### src/hw/rtl/assert_macros.svh
// assertion macros used by the txrr_seq rtl module
`ifndef ASSERT_MACROS_SVH
`define ASSERT_MACROS_SVH

// same-cycle implication, checked out of reset
`define TXRR_ASSERT_NOW(lbl, clk, rst_n, ante, cons, msg) \
    lbl: assert property (@(posedge clk) disable iff (!(rst_n)) (ante) |-> (cons)) \
        else $error(msg);

// next-cycle implication, checked out of reset
`define TXRR_ASSERT_NEXT(lbl, clk, rst_n, ante, cons, msg) \
    lbl: assert property (@(posedge clk) disable iff (!(rst_n)) (ante) |=> (cons)) \
        else $error(msg);

`endif

### src/hw/rtl/txrr_pkg.sv
// shared types and constants for the transmit descriptor pool
`default_nettype none

package txrr_pkg;

    localparam int SLOT_COUNT_DEF = 4;
    localparam int ADDR_W         = 32;
    localparam int LEN_W          = 16;
    localparam int OFF_W          = 2;

    localparam logic REQ_SUBMIT = 1'b0;
    localparam logic REQ_TICK   = 1'b1;

    typedef enum logic [1:0] {
        SLOT_OP_NONE,
        SLOT_OP_CLAIM,
        SLOT_OP_EMIT,
        SLOT_OP_FREE
    } t_slot_op;

    typedef struct packed {
        t_slot_op            op;
        logic [ADDR_W-1:0]   addr;
        logic [LEN_W-1:0]    len;
    } t_slot_cmd;

    typedef enum logic [1:0] {
        ST_IDLE,
        ST_EXEC,
        ST_SCAN
    } t_state;

endpackage

`default_nettype wire

### src/hw/rtl/tx_descriptor_round_robin_engine_core.sv
// top level of the round-robin transmit descriptor pool
//
// channel   direction  handshake                 payload
// request   in         start & !busy             i_req_type, i_buf_addr, i_buf_len
// result    out        o_valid (one-cycle pulse) o_accepted, o_probe_offset,
//                                                o_byte_valid, o_byte_addr, o_tx_active
//
// one request is in flight at a time; busy stays high until its result strobes
// submit: slots are probed from the current one, one per cycle, until one is free or all
// are probed; tick: the result follows the exec step if a byte is sent or transmit is off,
// else the drained slot is freed and the pool is scanned for the next busy slot
// synchronous active-low reset empties every slot; results cannot be stalled
`default_nettype none

module tx_descriptor_round_robin_engine_core #(
    parameter int SLOT_COUNT = txrr_pkg::SLOT_COUNT_DEF
) (
    input  wire logic                        i_clk,
    input  wire logic                        i_rst_n,
    input  wire logic                        start,
    output logic                             busy,
    input  wire logic                        i_req_type,
    input  wire logic [txrr_pkg::ADDR_W-1:0] i_buf_addr,
    input  wire logic [txrr_pkg::LEN_W-1:0]  i_buf_len,
    output logic                             o_valid,
    output logic                             o_accepted,
    output logic [txrr_pkg::OFF_W-1:0]       o_probe_offset,
    output logic                             o_byte_valid,
    output logic [txrr_pkg::ADDR_W-1:0]      o_byte_addr,
    output logic                             o_tx_active
);

    localparam int IDX_W = $clog2(SLOT_COUNT);

    txrr_pkg::t_slot_cmd             w_cmd;
    logic [IDX_W-1:0]                w_wr_idx;
    logic [IDX_W-1:0]                w_cur_idx;
    logic [IDX_W-1:0]                w_probe_idx;
    logic                            w_probe_busy;
    logic [txrr_pkg::ADDR_W-1:0]     w_cur_addr;
    logic [txrr_pkg::LEN_W-1:0]      w_cur_count;

    txrr_seq #(
        .SLOT_COUNT (SLOT_COUNT),
        .IDX_W      (IDX_W)
    ) u_seq (
        .i_clk          (i_clk),
        .i_rst_n        (i_rst_n),
        .i_start        (start),
        .i_req_type     (i_req_type),
        .i_buf_addr     (i_buf_addr),
        .i_buf_len      (i_buf_len),
        .i_probe_busy   (w_probe_busy),
        .i_cur_addr     (w_cur_addr),
        .i_cur_count    (w_cur_count),
        .o_busy         (busy),
        .o_cmd          (w_cmd),
        .o_wr_idx       (w_wr_idx),
        .o_cur_idx      (w_cur_idx),
        .o_probe_idx    (w_probe_idx),
        .o_valid        (o_valid),
        .o_accepted     (o_accepted),
        .o_probe_offset (o_probe_offset),
        .o_byte_valid   (o_byte_valid),
        .o_byte_addr    (o_byte_addr),
        .o_tx_active    (o_tx_active)
    );

    txrr_slots #(
        .SLOT_COUNT (SLOT_COUNT),
        .IDX_W      (IDX_W)
    ) u_slots (
        .i_clk        (i_clk),
        .i_rst_n      (i_rst_n),
        .i_cmd        (w_cmd),
        .i_wr_idx     (w_wr_idx),
        .i_cur_idx    (w_cur_idx),
        .i_probe_idx  (w_probe_idx),
        .o_probe_busy (w_probe_busy),
        .o_cur_addr   (w_cur_addr),
        .o_cur_count  (w_cur_count)
    );

endmodule

`default_nettype wire

### src/hw/rtl/txrr_slots.sv
// descriptor slot storage: busy bits, buffer addresses and byte counts
`default_nettype none

module txrr_slots #(
    parameter int SLOT_COUNT = txrr_pkg::SLOT_COUNT_DEF,
    parameter int IDX_W      = $clog2(SLOT_COUNT)
) (
    input  wire logic                        i_clk,
    input  wire logic                        i_rst_n,
    input  wire txrr_pkg::t_slot_cmd         i_cmd,
    input  wire logic [IDX_W-1:0]            i_wr_idx,
    input  wire logic [IDX_W-1:0]            i_cur_idx,
    input  wire logic [IDX_W-1:0]            i_probe_idx,
    output logic                             o_probe_busy,
    output logic [txrr_pkg::ADDR_W-1:0]      o_cur_addr,
    output logic [txrr_pkg::LEN_W-1:0]       o_cur_count
);

    logic [SLOT_COUNT-1:0]             r_busy;
    logic [txrr_pkg::ADDR_W-1:0]       r_addr  [SLOT_COUNT];
    logic [txrr_pkg::LEN_W-1:0]        r_count [SLOT_COUNT];

    always_ff @(posedge i_clk) begin
        if (!i_rst_n) begin
            r_busy <= '0;
            for (int k = 0; k < SLOT_COUNT; k++) begin
                r_addr[k]  <= '0;
                r_count[k] <= '0;
            end
        end else begin
            case (i_cmd.op)
                txrr_pkg::SLOT_OP_CLAIM: begin
                    r_busy[i_wr_idx]  <= 1'b1;
                    r_addr[i_wr_idx]  <= i_cmd.addr;
                    r_count[i_wr_idx] <= i_cmd.len;
                end
                txrr_pkg::SLOT_OP_EMIT: begin
                    r_addr[i_wr_idx]  <= r_addr[i_wr_idx] + 1'b1;
                    r_count[i_wr_idx] <= r_count[i_wr_idx] - 1'b1;
                end
                txrr_pkg::SLOT_OP_FREE: begin
                    r_busy[i_wr_idx]  <= 1'b0;
                    r_addr[i_wr_idx]  <= '0;
                    r_count[i_wr_idx] <= '0;
                end
                default: begin
                end
            endcase
        end
    end

    assign o_probe_busy = r_busy[i_probe_idx];
    assign o_cur_addr   = r_addr[i_cur_idx];
    assign o_cur_count  = r_count[i_cur_idx];

endmodule

`default_nettype wire

### src/hw/rtl/txrr_seq.sv
// request sequencer with the shared slot probe
`default_nettype none

`include "assert_macros.svh"

module txrr_seq #(
    parameter int SLOT_COUNT = txrr_pkg::SLOT_COUNT_DEF,
    parameter int IDX_W      = $clog2(SLOT_COUNT)
) (
    input  wire logic                        i_clk,
    input  wire logic                        i_rst_n,
    input  wire logic                        i_start,
    input  wire logic                        i_req_type,
    input  wire logic [txrr_pkg::ADDR_W-1:0] i_buf_addr,
    input  wire logic [txrr_pkg::LEN_W-1:0]  i_buf_len,
    input  wire logic                        i_probe_busy,
    input  wire logic [txrr_pkg::ADDR_W-1:0] i_cur_addr,
    input  wire logic [txrr_pkg::LEN_W-1:0]  i_cur_count,
    output logic                             o_busy,
    output txrr_pkg::t_slot_cmd              o_cmd,
    output logic [IDX_W-1:0]                 o_wr_idx,
    output logic [IDX_W-1:0]                 o_cur_idx,
    output logic [IDX_W-1:0]                 o_probe_idx,
    output logic                             o_valid,
    output logic                             o_accepted,
    output logic [txrr_pkg::OFF_W-1:0]       o_probe_offset,
    output logic                             o_byte_valid,
    output logic [txrr_pkg::ADDR_W-1:0]      o_byte_addr,
    output logic                             o_tx_active
);

    localparam logic [IDX_W-1:0] LAST_IDX = IDX_W'(SLOT_COUNT - 1);

    txrr_pkg::t_state                r_state, n_state;
    logic                            r_req, n_req;
    logic [txrr_pkg::ADDR_W-1:0]     r_addr, n_addr;
    logic [txrr_pkg::LEN_W-1:0]      r_len, n_len;
    logic [IDX_W-1:0]                r_pos, n_pos;
    logic [IDX_W-1:0]                r_k, n_k;
    logic [IDX_W-1:0]                r_cur, n_cur;
    logic                            r_txon, n_txon;
    logic                            r_valid, n_valid;
    logic                            r_acc, n_acc;
    logic [txrr_pkg::OFF_W-1:0]      r_off, n_off;
    logic                            r_bvalid, n_bvalid;
    logic [txrr_pkg::ADDR_W-1:0]     r_baddr, n_baddr;

    logic                            w_last;
    logic                            w_hit;
    logic [IDX_W-1:0]                w_pos_inc;
    logic [IDX_W-1:0]                w_cur_inc;

    // shared probe unit: one slot per cycle, wrapping index
    assign w_last    = (r_k == LAST_IDX);
    assign w_pos_inc = (r_pos == LAST_IDX) ? '0 : r_pos + 1'b1;
    assign w_cur_inc = (r_cur == LAST_IDX) ? '0 : r_cur + 1'b1;
    // submit looks for a free slot, tick looks for a busy one
    assign w_hit     = (r_req == txrr_pkg::REQ_SUBMIT) ? !i_probe_busy : i_probe_busy;

    always_comb begin
        n_state = r_state;
        case (r_state)
            txrr_pkg::ST_IDLE: begin
                if (i_start) begin
                    n_state = (i_req_type == txrr_pkg::REQ_SUBMIT) ?
                              txrr_pkg::ST_SCAN : txrr_pkg::ST_EXEC;
                end
            end
            txrr_pkg::ST_EXEC: begin
                if (r_txon && (i_cur_count == '0)) begin
                    n_state = txrr_pkg::ST_SCAN;
                end else begin
                    n_state = txrr_pkg::ST_IDLE;
                end
            end
            txrr_pkg::ST_SCAN: begin
                if (w_hit || w_last) begin
                    n_state = txrr_pkg::ST_IDLE;
                end
            end
            default: begin
                n_state = txrr_pkg::ST_IDLE;
            end
        endcase
    end

    always_comb begin
        n_req    = r_req;
        n_addr   = r_addr;
        n_len    = r_len;
        n_pos    = r_pos;
        n_k      = r_k;
        n_cur    = r_cur;
        n_txon   = r_txon;
        n_valid  = 1'b0;
        n_acc    = r_acc;
        n_off    = r_off;
        n_bvalid = r_bvalid;
        n_baddr  = r_baddr;
        o_cmd.op   = txrr_pkg::SLOT_OP_NONE;
        o_cmd.addr = r_addr;
        o_cmd.len  = r_len;
        o_wr_idx   = r_cur;
        case (r_state)
            txrr_pkg::ST_IDLE: begin
                if (i_start) begin
                    n_req  = i_req_type;
                    n_addr = i_buf_addr;
                    n_len  = i_buf_len;
                    n_pos  = r_cur;
                    n_k    = '0;
                end
            end
            txrr_pkg::ST_EXEC: begin
                if (!r_txon) begin
                    n_valid  = 1'b1;
                    n_acc    = 1'b0;
                    n_off    = '0;
                    n_bvalid = 1'b0;
                    n_baddr  = '0;
                end else if (i_cur_count != '0) begin
                    o_cmd.op = txrr_pkg::SLOT_OP_EMIT;
                    n_valid  = 1'b1;
                    n_acc    = 1'b0;
                    n_off    = '0;
                    n_bvalid = 1'b1;
                    n_baddr  = i_cur_addr;
                end else begin
                    // slot drained: free it and hunt from the next one
                    o_cmd.op = txrr_pkg::SLOT_OP_FREE;
                    n_cur    = w_cur_inc;
                    n_pos    = w_cur_inc;
                    n_k      = '0;
                end
            end
            txrr_pkg::ST_SCAN: begin
                if (w_hit || w_last) begin
                    n_valid  = 1'b1;
                    n_acc    = 1'b0;
                    n_off    = '0;
                    n_bvalid = 1'b0;
                    n_baddr  = '0;
                end
                if (r_req == txrr_pkg::REQ_SUBMIT) begin
                    if (w_hit) begin
                        o_cmd.op = txrr_pkg::SLOT_OP_CLAIM;
                        o_wr_idx = r_pos;
                        n_txon   = 1'b1;
                        n_acc    = 1'b1;
                        n_off    = txrr_pkg::OFF_W'(r_k);
                    end
                end else begin
                    if (w_hit) begin
                        n_cur = r_pos;
                    end else if (w_last) begin
                        n_txon = 1'b0;
                    end
                end
                if (!w_hit && !w_last) begin
                    n_pos = w_pos_inc;
                    n_k   = r_k + 1'b1;
                end
            end
            default: begin
            end
        endcase
    end

    always_ff @(posedge i_clk) begin
        if (!i_rst_n) begin
            r_state <= txrr_pkg::ST_IDLE;
            r_cur   <= '0;
            r_txon  <= 1'b0;
            r_valid <= 1'b0;
        end else begin
            r_state <= n_state;
            r_cur   <= n_cur;
            r_txon  <= n_txon;
            r_valid <= n_valid;
        end
    end

    always_ff @(posedge i_clk) begin
        r_req    <= n_req;
        r_addr   <= n_addr;
        r_len    <= n_len;
        r_pos    <= n_pos;
        r_k      <= n_k;
        r_acc    <= n_acc;
        r_off    <= n_off;
        r_bvalid <= n_bvalid;
        r_baddr  <= n_baddr;
    end

    assign o_busy         = (r_state != txrr_pkg::ST_IDLE);
    assign o_cur_idx      = r_cur;
    assign o_probe_idx    = r_pos;
    assign o_valid        = r_valid;
    assign o_accepted     = r_acc;
    assign o_probe_offset = r_off;
    assign o_byte_valid   = r_bvalid;
    assign o_byte_addr    = r_baddr;
    assign o_tx_active    = r_txon;

    `TXRR_ASSERT_NOW(a_strobe_idle, i_clk, i_rst_n, r_valid, r_state == txrr_pkg::ST_IDLE, "result strobe while sequencer busy")
    `TXRR_ASSERT_NEXT(a_strobe_pulse, i_clk, i_rst_n, r_valid, !r_valid, "result strobe longer than one cycle")
    `TXRR_ASSERT_NEXT(a_start_busy, i_clk, i_rst_n, i_start && !o_busy, o_busy, "accepted request did not start work")
    `TXRR_ASSERT_NOW(a_acc_txon, i_clk, i_rst_n, r_valid && r_acc, r_txon && !r_bvalid, "accepted submit without transmit enabled")
    `TXRR_ASSERT_NOW(a_byte_txon, i_clk, i_rst_n, r_valid && r_bvalid, r_txon, "byte emitted while transmit off")

endmodule

`default_nettype wire
### config.mk
export PLATFORM = sky130hd
export DESIGN_NAME = tx_descriptor_round_robin_engine_core
export DESIGN_NICKNAME = d
export VERILOG_FILES = /design/src/hw/rtl/txrr_pkg.sv /design/src/hw/rtl/tx_descriptor_round_robin_engine_core.sv /design/src/hw/rtl/txrr_slots.sv /design/src/hw/rtl/txrr_seq.sv
export VERILOG_INCLUDE_DIRS = /design/src /design/src/hw/rtl
export SDC_FILE = /design/constraint.sdc
export NUM_CORES = 1
export LEC_CHECK = 0
export BUFFER_PORTS_ARGS = -buffer_cell sky130_fd_sc_hd__buf_4
export CORE_MARGIN = 5
export CORE_UTILIZATION = 55
export DETAILED_ROUTE_END_ITERATION = 16
export GPL_ROUTABILITY_DRIVEN = 0
export HOLD_SLACK_MARGIN = 0.03
export PLACE_DENSITY = 0.76
export SYNTH_ARGS = -nofsm -noshare
export SYNTH_HDL_FRONTEND = slang
export SYNTH_SLANG_ARGS = --single-unit
### constraint.sdc
create_clock -name i_clk -period 7.2 [get_ports i_clk]
set_clock_uncertainty 0.2 [all_clocks]
set_input_delay 1.44 -clock i_clk [delete_from_list [all_inputs] [get_ports i_clk]]
set_output_delay 1.44 -clock i_clk [all_outputs]
set_load 0.005 [all_outputs]
# After elaboration in Yosys (flattened, before gate mapping)
# Memories as Yosys holds them, arrays and structs flattened. A register that Yosys moved wholly into a read port is not among the register bits.
# Index checks and enable logic that the tools add are counted.
[word_totals]
regBits = 99
ram_bits = 192
input_bits = 52
out_inout_bits = 39
wordCells = 157
memories = 2
[memory_table]
columns = ["memory", "depth", "word_bits", "read_ports", "rd_clocked_by_memory_dff", "write_ports", "line", "text"]
rows = [
  ["u_slots.r_addr", 4, 32, 2, 1, 4, "txrr_slots.sv:20", "logic [txrr_pkg::ADDR_W-1:0] r_addr [SLOT_COUNT];"],
  ["u_slots.r_count", 4, 16, 2, 1, 4, "txrr_slots.sv:21", "logic [txrr_pkg::LEN_W-1:0] r_count [SLOT_COUNT];"],
]
[classes]
addsub = 5
n_lt_le_gt_ge = 3
n_eq_ne = 16
n_mux = 85
bitwise_logic = 7
reduce_logical = 25
[op_table]
columns = ["cell", "count"]
rows = [
  ["two-way mux 32 bit", 6],
  ["one-hot mux 32 bit (2 select lines)", 1],
  ["two-way mux 2 bit", 31],
  ["two-way mux 16 bit", 3],
  ["adder 32 x 1 -> 32 bit (second input constant)", 1],
  ["two-way mux 1 bit", 32],
  ["OR reduction 32 bit", 1],
  ["one-hot mux 2 bit (3 select lines)", 3],
  ["logical NOT 16 bit", 1],
  ["nonzero test 16 bit", 1],
  ["OR reduction 16 bit", 1],
  ["subtractor 16 x 1 -> 16 bit (second input constant)", 1],
  ["== test 2 bit (second input constant)", 6],
  ["one-hot mux 2 bit (2 select lines)", 3],
  ["nonzero test 2 bit", 5],
  ["inequality test 2 x 1 -> 1 bit (second input constant)", 4],
  ["one-hot mux 4 bit (2 select lines)", 1],
  ["AND reduction 4 bit", 2],
  ["adder 2 x 1 -> 2 bit (second input constant)", 3],
  ["less-than comparator 2 x 3 -> 1 bit (second input constant)", 2],
  ["inequality test 2 bit (second input constant)", 3],
  ["one-hot mux 1 bit (2 select lines)", 3],
  ["AND reduction 2 bit", 3],
  ["AND reduction 5 bit", 1],
  ["15 further kinds", 23],
]

# Depth between registers and ports, before layout
[logic_depth]
ltp_word = 15
depth_mapped = 20
ltp_nobuf = 13

# Cells and area by module
# Synthesis repeated with hierarchy kept, for this count alone.
[unflattened]
cells_unflattened = 1045
area_unflattened_um2 = 14470.1
[by_module_without_submodules]
columns = ["module", "n_inst", "cells_per_inst", "area_per_inst_um2", "seq_area_each_um2"]
rows = [
  ["txrr_slots", 1, 825, 10850.4, 5845.6],
  ["txrr_seq", 1, 220, 3619.7, 2792.7],
]

# Worst setup path before layout
# Ideal clock, no wire load.
[synth_path]
path_type = "reg2reg"
start = "reg u_seq.r_pos[1] (netlist: u_seq.o_probe_idx[1])"
end = "mem u_slots.r_addr[3][0] (netlist name) (enable)"
setup_ps = 525
arrival_ps = 6455
required_ps = 6475
slack_ps = 19
path_stages_with_launch = 14
n_path_buf = 7
synth_period_minus_slack_ps = 7181
path_cell_list = "edfxtp_1 > buf_2 > buf_2 > buf_2 > mux4_2 > inv_1 > ha_1 > buf_6 > and4bb_2 > clkbuf_1 > a21oi_2 > buf_2 > buf_1 > o31ai_1"
[synth_lines]
columns = ["element", "line", "text"]
rows = [
  ["from (decl)", "txrr_seq.sv:38", "logic [IDX_W-1:0] r_pos, n_pos;"],
  ["from (signal assigned)", "txrr_seq.sv:187", "r_pos <= n_pos;"],
  ["to (decl)", "txrr_slots.sv:20", ""],
]

==> results.md <==
- Data arrives at the worst endpoint at around 5.3 ns.
- The final worst-path cycle share is approximately 72%.
- The largest net degree at the start of global routing is 50.
- The worst path required time is 7.35 ns.
- The initial utilization of the core area, before any placement, comes to 55.69%.
- The number of port buffers is 90.
- The die is 177.7 um tall.
- The leakage power figure is around 0.0063 uW.
- The final-report setup violation count is 0.
- The kind of end point of the critical path is a flip-flop.
- Adding up every negative setup slack in the final design gives 0 ns.
- The via-per-instance ratio is 6.331.
- Across the VDD grid, the largest voltage drop is 0.2923 mV.
- The number of global-route vias before repair came to 10629.
- In this run the number of H-tree levels came out at 2.
- Static timing analysis puts the maximum clock frequency at 192.9 MHz.
- The total half-perimeter wirelength after legalization and detailed placement is 23560 um.
- The register clock-pin slew on the reported worst setup and hold paths is 0.06 ns.
- CTS placed an instance of sky130_fd_sc_hd__clkbuf_16 at the clock tree root.
- The cell area after synthesis is 0.01547 sq mm.
- After synthesis the netlist holds a flip-flop and latch count of about 300.
- For this design the top-level I/O count stands at 91.
- The Yosys step of the flow raised 0 warnings.
- The wire length per cell after detailed routing is 22.83 um.
- In the synthesized netlist the async set-or-reset flop fraction comes to 0%.
- The repair_antennas step left the layout with diodes totalling 0.
- Summing over every cut layer, the via total after detailed routing is between 10000 and 15000.
- The net count of the finished layout is roughly 1300.
- The fraction of the yosys area taken by sequential cells is 56.09%.
- The number of maximum-capacitance violations is 0.
- The count of nets left with antenna violations once routing finished came out at 0.
- Hold repair after CTS inserted 0 buffers.
- Global routing used 24.29% of the available tracks.
- Counting flops with a built-in enable in the synthesized netlist gives approximately 280.
- The final number of hold-violating endpoints is 0.
- The DRC marker count from the first detailed-route iteration is 895.
- The area growth from synthesis to layout is 13.55%.
- The area of the core region is 0.02778 sq mm.
- The library cells used most frequently in the layout, excluding fill and tap cells, are sky130_fd_sc_hd__edfxtp_1 (281), sky130_fd_sc_hd__nor2_1 (147), sky130_fd_sc_hd__buf_4 (113).
- The power per cell area is between 200 and 300 mW/mm^2.
- The routed design could run at a clock period as short as 5.185 ns.
- The clock insertion delay at the later pin of the skew report is 0.51 ns.
- The worst min-delay path class is reg -> reg.
- The first global-routing pass estimated 58730 um of wire.
- The utilization after layout is a little over three fifths.
- The deepest clock path buffer count is 3.
- The first detailed-routing pass ran for 8 iterations.
- After global routing the overflow that remains totals 0.
- In this run, distinct cell masters in the synthesized netlist total 77.
- The number of clock sinks seen by CTS is 293.
- The run finished with clean final reports.
- The library cell used most frequently in the layout, excluding fill and tap cells, is sky130_fd_sc_hd__edfxtp_1.
- The floorplan step set the die width to between 150 and 200 um.
- Gates resized during post-CTS repair numbered 0.
- The buffers inserted during post-CTS setup optimization is 0.
- Measured against its own limit, the worst slew margin works out to 32.44%.
- Final hold analysis gives a worst-case slack of around 0.32 ns.
- When the netlist entered floorplanning its net count stood at 1243.
- The cell count after synthesis came out at roughly 1200.
- The die area is 0.03158 sq mm.
- Of all nets on the critical path, the largest fanout is 39.
- The number of pins with negative max-slew slack in the final report is 0.
- The proportion of layout cells with a drive suffix above 1 is 21.87%.
- The number of standard-cell rows in the floorplan is around 60.
- The synthesized area divided by synthesized cell count is 13.10 sq um.
- The startpoint type of the worst setup path is a flip-flop.
- The CTS tree is built.
- The number of antenna violations at the first check in global routing is 1.
- The number of buffers created by CTS is 34.
- At the pin with the least slew margin, the transition time is 1.013 ns.
- Setup repair after global routing left no endpoint under its margin.
- The critical path is of the reg -> reg type.
- The count of unresolved DRC violations after routing is 0.
- The sum of routed wire length over all layers is about 38000 um.
- The most used flip-flop cell after synthesis is sky130_fd_sc_hd__edfxtp_1.
cell type report:
cell class | count | area [sq um]
fill | 2119 | 10210
sequential | 293 | 8682
multi-input combinational | 757 | 6246
clock buffer | 51 | 998.5
timing repair buffer | 113 | 848.3
tap | 378 | 473.0
inverter | 55 | 206.4
clock inverter | 7 | 112.6
sequential cells by signal, summed over array words and instances, names as in the netlist, 2 cells and up, named ones only:
| name | cells |
|---|---|
| u_seq.r_addr | 32 |
| u_slots.r_count | 64 |
| u_seq.r_len | 16 |
| u_seq.r_k | 2 |
| u_seq.o_cur_idx | 2 |
| u_slots.r_addr | 128 |
| u_seq.o_probe_idx | 2 |
| u_seq.o_byte_addr | 32 |
| u_seq.r_state | 2 |
| u_seq.o_probe_offset | 2 |
final timing paths:
kind	startpoint	endpoint	slack, ns	cells after the start
min reg2reg	flip-flop	flip-flop	0.32	2
max reg2reg	u_seq.o_probe_idx[0]$_DFFE_PP_	u_slots.r_addr[2][31]$_SDFFCE_PN0P_	2.02	13
max	u_seq.o_probe_idx[0]$_DFFE_PP_	u_slots.r_addr[2][31]$_SDFFCE_PN0P_	2.02	13
min	flip-flop	flip-flop	0.32	2
synthesized netlist by cell type, types with 7 or more instances:
library cell	number	area [sq um]
sky130_fd_sc_hd__nor3_1	7	35.03
sky130_fd_sc_hd__ha_1	10	125.1
sky130_fd_sc_hd__dfxtp_1	12	240.2
sky130_fd_sc_hd__edfxtp_1	281	8438
sky130_fd_sc_hd__mux4_2	80	1802
sky130_fd_sc_hd__nand3_1	18	90.09
sky130_fd_sc_hd__a21oi_1	38	190.2
sky130_fd_sc_hd__and2_1	9	56.30
sky130_fd_sc_hd__nand2_1	81	304.0
sky130_fd_sc_hd__xnor2_1	19	166.4
sky130_fd_sc_hd__buf_2	15	75.07
sky130_fd_sc_hd__buf_1	10	37.54
sky130_fd_sc_hd__nand4_1	10	62.56
sky130_fd_sc_hd__and3_1	9	56.30
sky130_fd_sc_hd__clkbuf_1	36	135.1
sky130_fd_sc_hd__buf_4	7	52.55
sky130_fd_sc_hd__and4_1	7	61.31
sky130_fd_sc_hd__a22oi_1	42	315.3
sky130_fd_sc_hd__mux2i_1	87	870.8
sky130_fd_sc_hd__xor2_1	14	122.6
sky130_fd_sc_hd__inv_1	55	206.5
sky130_fd_sc_hd__nor2_1	147	551.8
sky130_fd_sc_hd__nor2b_1	47	294.0
sky130_fd_sc_hd__nor4_1	19	118.9
worst max-delay path: stages, from the launching register on:
cell and delay, ns:
sky130_fd_sc_hd__edfxtp_1 0.40, sky130_fd_sc_hd__mux4_2 0.51, sky130_fd_sc_hd__inv_1 0.07, sky130_fd_sc_hd__ha_1 0.32, sky130_fd_sc_hd__nor3b_4 0.22, sky130_fd_sc_hd__buf_4 0.55, sky130_fd_sc_hd__mux2i_2 0.72, sky130_fd_sc_hd__buf_4 0.36
sky130_fd_sc_hd__a311oi_1 0.13, sky130_fd_sc_hd__nor3_2 0.36, sky130_fd_sc_hd__nand4_1 0.21, sky130_fd_sc_hd__or4_1 0.56, sky130_fd_sc_hd__a21o_1 0.23, sky130_fd_sc_hd__a21oi_1 0.16
kinds of logic (layout without fill, tap and decap cells):
logic type	Yosys count	in the layout	synth area share [%]
compound gates	160	160	7.667
mux	170	170	17.51
xor+xnor	33	33	1.868
simple gates	384	384	12.20
fa+ha+maj	10	10	0.8087
buf+inv	131	226	3.858
flops	293	293	56.09
power by group:
group	leakage [uW]	switching [uW]	total (uW)	internal [uW]
Clock	0.000540	650	1710	1060
Sequential	0.00294	81.0	2090	2010
Combinational	0.00287	611	1090	474
per-stage QoR:
| stage | std cells | instance area, sq um | setup WS [ns] | total power [uW] |
|---|---|---|---|---|
| after floorplan | 1181 | 15470 | 0.01949 | 2900 |
| after global placement | 1596 | 16460 | 2.313 | 3178 |
| after detailed placement | 1596 | 16460 | 2.119 | 3198 |
| after CTS | 1654 | 17570 | 2.098 | 4910 |
| after global routing | 1654 | 17570 | 1.701 | 5062 |
| final | 1654 | 17570 | 2.015 | 4884 |
layer usage:
layer / routed length, um / up-vias / part of all wire [%] / global-route usage, %
li1: - / 4657 / - / -
met3: 3247 / 90 / 8.6 / 4.154
met4: 1257 / 2 / 3.3 / 9.024
met1: 14090 / 5186 / 37 / 30.46
met5: 14 / - / 0.037 / 0
met2: 19160 / 537 / 51 / 42.50
Note: power is estimated with default switching activity, not from simulation.
